$ cat config.mk
export PLATFORM = sky130hd
export DESIGN_NAME = gwwl_front
export DESIGN_NICKNAME = d
export VERILOG_FILES = /design/src/rtl/gwwl_pkg.sv /design/src/rtl/gwwl_front.sv
export VERILOG_INCLUDE_DIRS = /design/src /design/src/rtl
export SDC_FILE = /design/constraint.sdc
export NUM_CORES = 1
export LEC_CHECK = 0
export ABC_AREA = 1
export BUFFER_PORTS_ARGS = -buffer_cell sky130_fd_sc_hd__buf_2
export CAP_MARGIN = 20
export CORE_ASPECT_RATIO = 0.75
export CORE_UTILIZATION = 50
export CTS_BUF_LIST = sky130_fd_sc_hd__clkbuf_16
export DETAILED_ROUTE_END_ITERATION = 6
export GPL_ROUTABILITY_DRIVEN = 0
export PLACE_DENSITY = 0.75
export SYNTH_ARGS = -nofsm -noshare
export SYNTH_HDL_FRONTEND = slang
export SYNTH_SLANG_ARGS = --single-unit
$ cat constraint.sdc
create_clock -name i_clk -period 11.2 [get_ports i_clk]
set_input_delay 1.12 -clock i_clk [delete_from_list [all_inputs] [get_ports i_clk]]
set_output_delay 1.12 -clock i_clk [all_outputs]
set_load 0.005 [all_outputs]
$ cat src/rtl/assert_macros.svh
// Assertion helpers shared by the grid walk lookup files.
`ifndef ASSERT_MACROS_SVH
`define ASSERT_MACROS_SVH
// Check that a condition implies a consequence in the same cycle.
`define ASSERT_IMP(label, clk, rst_n, ante, cons, msg) \
    label: assert property (@(posedge clk) disable iff (!rst_n) (ante) |-> (cons)) \
        else $error(msg);
// Check that a condition implies a consequence in the next cycle.
`define ASSERT_NXT(label, clk, rst_n, ante, cons, msg) \
    label: assert property (@(posedge clk) disable iff (!rst_n) (ante) |=> (cons)) \
        else $error(msg);
`endif

$ cat src/rtl/gwwl_pkg.sv
// ----------------------------------------------------------------------------
// gwwl_pkg
// Shared types and constants of the grid walk weight lookup unit.
// ----------------------------------------------------------------------------
package gwwl_pkg;
    localparam int TableEntriesDef = 256;
    localparam int WalkPointsDef   = 3;
    localparam int OneQ16          = 65536;
    localparam int SpeedScale      = 10000000;
    localparam int SpeedFloor      = 65536;

    localparam logic [1:0] StOk       = 2'd0;
    localparam logic [1:0] StNotFound = 2'd1;
    localparam logic [1:0] StFull     = 2'd2;
    localparam logic [1:0] StSat      = 2'd3;

    localparam logic [1:0] RegNx   = 2'd0;
    localparam logic [1:0] RegNy   = 2'd1;
    localparam logic [1:0] RegNz   = 2'd2;
    localparam logic [1:0] RegArea = 2'd3;

    // One classified request passed from the front to the back.
    typedef struct packed {
        logic        is_query;
        logic [47:0] key;
        logic [31:0] weight;
        logic [31:0] pos_x;
        logic [31:0] pos_y;
        logic [31:0] pos_z;
    } t_req;
endpackage

$ cat src/rtl/gwwl_front.sv
// ----------------------------------------------------------------------------
// gwwl_front
// Accepts requests, packs load keys and holds them in a two-entry queue.
// ----------------------------------------------------------------------------
module gwwl_front (
    input  logic            i_clk,
    input  logic            i_rst_n,
    input  logic            i_start,
    input  logic            i_opcode,
    input  logic [15:0]     i_key_x,
    input  logic [15:0]     i_key_y,
    input  logic [15:0]     i_key_z,
    input  logic [31:0]     i_weight_value,
    input  logic [31:0]     i_pos_x,
    input  logic [31:0]     i_pos_y,
    input  logic [31:0]     i_pos_z,
    output logic            o_full,
    output logic            o_empty,
    output gwwl_pkg::t_req  o_req,
    input  logic            i_pop
);
    import gwwl_pkg::*;
    t_req       r_q [2];
    logic       r_wp, r_rp;
    logic [1:0] r_cnt, n_cnt;
    logic       push;
    t_req       w_in;

    assign o_full  = r_cnt == 2'd2;
    assign o_empty = r_cnt == 2'd0;
    assign push    = i_start && !o_full;
    assign o_req   = r_q[r_rp];

    always_comb begin
        w_in.is_query = i_opcode;
        w_in.key      = {i_key_x, i_key_y, i_key_z};
        w_in.weight   = i_weight_value;
        w_in.pos_x    = i_pos_x;
        w_in.pos_y    = i_pos_y;
        w_in.pos_z    = i_pos_z;
        n_cnt = r_cnt + {1'b0, push} - {1'b0, i_pop};
    end

    always_ff @(posedge i_clk) begin
        if (!i_rst_n) begin
            r_wp <= 1'b0;
            r_rp <= 1'b0;
            r_cnt <= 2'd0;
        end else begin
            if (push) r_wp <= ~r_wp;
            if (i_pop) r_rp <= ~r_rp;
            r_cnt <= n_cnt;
        end
        if (push) r_q[r_wp] <= w_in;
    end

`include "assert_macros.svh"
    `ASSERT_IMP(a_pop_nonempty, i_clk, i_rst_n, i_pop, !o_empty, "pop from empty queue")
    `ASSERT_NXT(a_cnt_bound, i_clk, i_rst_n, 1'b1, r_cnt != 2'd3, "queue count overflow")
    `ASSERT_NXT(a_push_cnt, i_clk, i_rst_n, push && !i_pop, r_cnt == $past(r_cnt) + 2'd1,
        "push lost")
endmodule

## Yosys cells after proc, flatten, opt, wreduce, memory -nomap -nowiden

Memory sizes are Yosys's and may differ from the RTL's. A register that Yosys moved wholly into a read port is not among the register bits.
Index checks and enable logic that the tools add are counted.
Widths: inputs -> output; s select.

| cells by class | value |
|---|---|
| $add $sub $neg | 2 |
| equal/unequal tests | 1 |
| muxes and demuxes | 4 |
| bitwise operators | 2 |
| reductions and logical operators | 3 |

Operators by type and width:

| cell | count |
|---|---|
| $mux 1 | 4 |
| $add 2x1->2 | 1 |
| $eq 2x2->1 const B | 1 |
| $logic_not 2->1 | 1 |
| $not 1->1 | 2 |
| $sub 2x1->2 | 1 |
| $logic_and 1x1->1 | 1 |
| $logic_not 1->1 | 1 |

| word-level totals | value |
|---|---|
| register bits after elaboration | 4 |
| bits in writable memories | 354 |
| input port bits | 181 |
| output and inout port bits | 179 |
| logic and storage cells | 16 |
| memories | 1 |

Memory list:

| memory | words | width | read ports | clocked after memory_dff | wr ports | line | source |
|---|---|---|---|---|---|---|---|
| r_q | 2 | 177 | 1 | 1 | 1 | gwwl_front.sv:23 | `t_req r_q [2];` |

## Logic depth before layout (Yosys ltp)

| logic depth | value |
|---|---|
| depth after elaboration | 5 |
| gate-level depth with buffers | 11 |
| depth with buffers taken out | 11 |

## Worst setup path after synthesis

No wires, ideal clock.

| path | value |
|---|---|
| path type | input-to-reg |
| start point | input i_start |
| end point | memory r_q[0][0] (netlist bit) (enable) |
| library setup time | 0.716 ns |
| arrival time | 8.530 ns |
| required time | 10.484 ns |
| path slack | 1.954 ns |
| cell stages on the path | 2 |
| buffers on the path | 0 |
| cells stage by stage | nand2_1 nor2_1 |

| between the ends | value |
|---|---|
| word-level cells in the longest chain between the ends | 3 |

Ends and longest elaborated chain:

| what | line | source |
|---|---|---|
| from (decl) | gwwl_front.sv:8 | `input logic i_start,` |
| $logic_and 1x1->1 | gwwl_front.sv:31 | `assign push = i_start && !o_full;` |
| $mux 1 | gwwl_front.sv:54 | `if (push) r_q[r_wp] <= w_in;` |
| $mux 1 (implied by the code) | gwwl_front.sv:54 |  |
| to (decl) | gwwl_front.sv:23 |  |

No other way between the ends.

==> reports/metrics.yaml <==
sta:
  setup_viol: 0
  slew_headroom_pct: 28.98
  worst_pin_slew_ps: 1065
  rsz0062_at_grt: "false"
  post-route-period-util_pct: 36.81
  fin_worst_skew_ps: 18.71
  drv_slew: 0
  fin_crit_ps: 4123
  fmaxAchievable_mhz: 242.6
  setup_tns_ps: 0
  finalHoldViolations: 0
route:
  top_layer: "met5"
  wl_met2_um: 12550
  wl_um: 26090
  final_antenna_net_count: 0
  viasPerCell: 5.050
  drt-met1-wl_um: 10100
  met3_length_um: 2992
  route.detailed.drc: 0
  drt_first_pass_iters: 4
  vias: 6762
  post_drt_wl_per_cell_um: 19.48
  drt_iter0_drc: 392
cts:
  h-tree-depth: 2
  cts-hold-fix-buffers: 0
  cts_max_path_buffers: 3
  cts_resized: 0
  clockRootBuffer: "clkbuf_16"
  tritoncts: "yes"
  clk_pin_slew_ps: 60
  clk_latency_ps: 510
  post_cts.repair.setup_buffers: 0
  cts_sinks: 359
  cts_buffers: 35
logic_synthesis:
  synthMuxAreaShare_pct: 18.32
  ys_warn_count: 0
  synthSimpleGateAreaFrac_pct: 0.5174
  syn_area_sq_mm: 0.01354
  synth_fa_ha_area_share_pct: 0.1848
  yosysUniqueCellTypes: 12
  syn_nets: 768
  synth-seq-area-share_pct: 79.23
  synth_xor_xnor_area_share_pct: 0
  synth_seq_cells: 359
  synth_compound_area_share_pct: 0.07391
  synth_top_family_by_area: "multiplexers"
  syn-instance-count: 585
  syn_avg_cell_area_sq_um: 23.15
floorplanning:
  ios: 360
  die_x_um: 192.0
  die_y_um: 144.5
  die_area_sq_mm: 0.02776
  start_util_pct: 51.51
  row_count: 51
  core-area_sq_mm: 0.02629
global_route:
  grt_pass1_wl_um: 36730
  grt_max_degree: 111
  antenna_found_initial: 8
  grt_pass1_vias: 6668
  grt_overflow: 0
  track_usage_pct: 17.83
layout:
  layout_commonest_cell: "buf_2"
  layout_common_cells: "buf_2 (359), edfxtp_1 (354), mux2_4 (130)"
  drive_gt1_share_pct: 59.68
  area_growth_syn_to_layout_pct: 23.60
  nets: 1152
setup_path:
  start_kind: "flop"
  critPathRequiredTime_ps: 10080
  critPathMaxFanout: 51
  crit_type: "reg2out"
  arrival_ps: 3000
  reg2reg_from: "r_cnt[0]"
  rr_worst_depth: 5
  end_kind: "output port"
  r2r_setup_slack_ps: 8380
  regToRegEndpoint: "r_q[1][67]"
pwr:
  power_density_mw_per_mm2: 185.2
  leakagePower_nw: 6.621
  clkPwrFrac_pct: 35.5
  p_total_mw: 3.099
  pwr-share-seq_pct: 52.9
  intPower_mw: 2.434
  ir_drop_mv: 0.1618
  p_switching_uw: 665.5
  netSwitchingFraction_pct: 21.47
  power_frac_comb_pct: 11.6
hold_path:
  hold-path-cell-count: 2
  hp-class: "reg2reg"
  hp-start: "r_rp"
placed_design:
  hpwl_um: 17240
  port_buffers: 359
outcome:
  outcome: "complete, no violations"
run:
  cap_violations: 0
## per-stage QoR
step	hold WS, ps	area (sq um)	std cells	worst slack [ps]	util [%]
2_1_floorplan	463.5	13540	585	1954	-
3_3_place_gp	477.2	15640	1275	7370	59.49
3_5_place_dp	496.4	15640	1275	7375	59.49
5_1_grt	569.8	16730	1336	6936	63.64
6_report	499.8	16740	1339	7077	63.67
4_1_cts	511.2	16710	1335	6819	63.56
## final cells by class
class | count | area (sq um)
sequential | 359 | 10730
fill | 1865 | 9552
multi-input combinational | 199 | 2594
timing repair buffer | 367 | 1869
clock buffer | 37 | 925.9
tap | 344 | 430.4
clock inverter | 23 | 146.4
inverter | 7 | 31.28
antenna | 3 | 7.507
## registers in the layout, summed over array words and instances, names as in the netlist, named ones only
name / cells
r_cnt: 2
r_q: 354
r_rp: 1
r_wp: 1
## how the worst max path moves through the flow
stage / end / slack [ps] / cells past startpoint
final: o_req[115] / 7080 / 5
after global routing: o_req[115] / 6940 / 5
after CTS: o_req[31] / 6820 / 4
after detailed placement: o_req[31] / 7380 / 4
after global placement: o_req[32] / 7370 / 4
after floorplan: r_q[0][0] / 1950 / 2
## per-layer routing
layer  GRT usage, %  vias to the layer above
met5              0                        -
met4          5.056                        8
met3          7.983                       41
met2          29.43                      318
met1          21.16                     3309
li1               -                     3086
## synth_stat cells
library cell,count,area [sq um]
buf_6,16,180.2
nand3_1,2,10.01
mux2_2,47,529.3
nor2_1,7,26.28
inv_1,7,26.28
a21oi_1,2,10.01
buf_2,4,20.02
nand2_1,9,33.78
ha_1,2,25.02
edfxtp_1,354,10630
dfxtp_1,5,100.1
mux2_4,130,1952
## worst max-delay path: stages (launching register included)
cell	delay, ps
dfxtp_4	330
buf_4	460
buf_12	320
buf_4	740
mux2_4	360
buf_2	130
## cells by family (layout without fill, tap and decap cells)
family	after synthesis	count (layout)
other	0	3
DFF	359	359
muxes	177	177
adders and majority gates	2	2
buffers and inverters	27	434
and+or+nand+nor	18	18
AOI/OAI and AO/OA	2	2
## power groups by stage
stage / logic, mW / clock network [mW] / registers (mW)
after global routing: 0.391 / 1.17 / 1.65
after floorplan: 0.209 / 0 / 1.69
after detailed placement: 0.363 / 0 / 1.67
after CTS: 0.365 / 1.13 / 1.64
after global placement: 0.359 / 0 / 1.66
final: 0.360 / 1.10 / 1.64
Note: power is estimated with default switching activity, not from simulation.
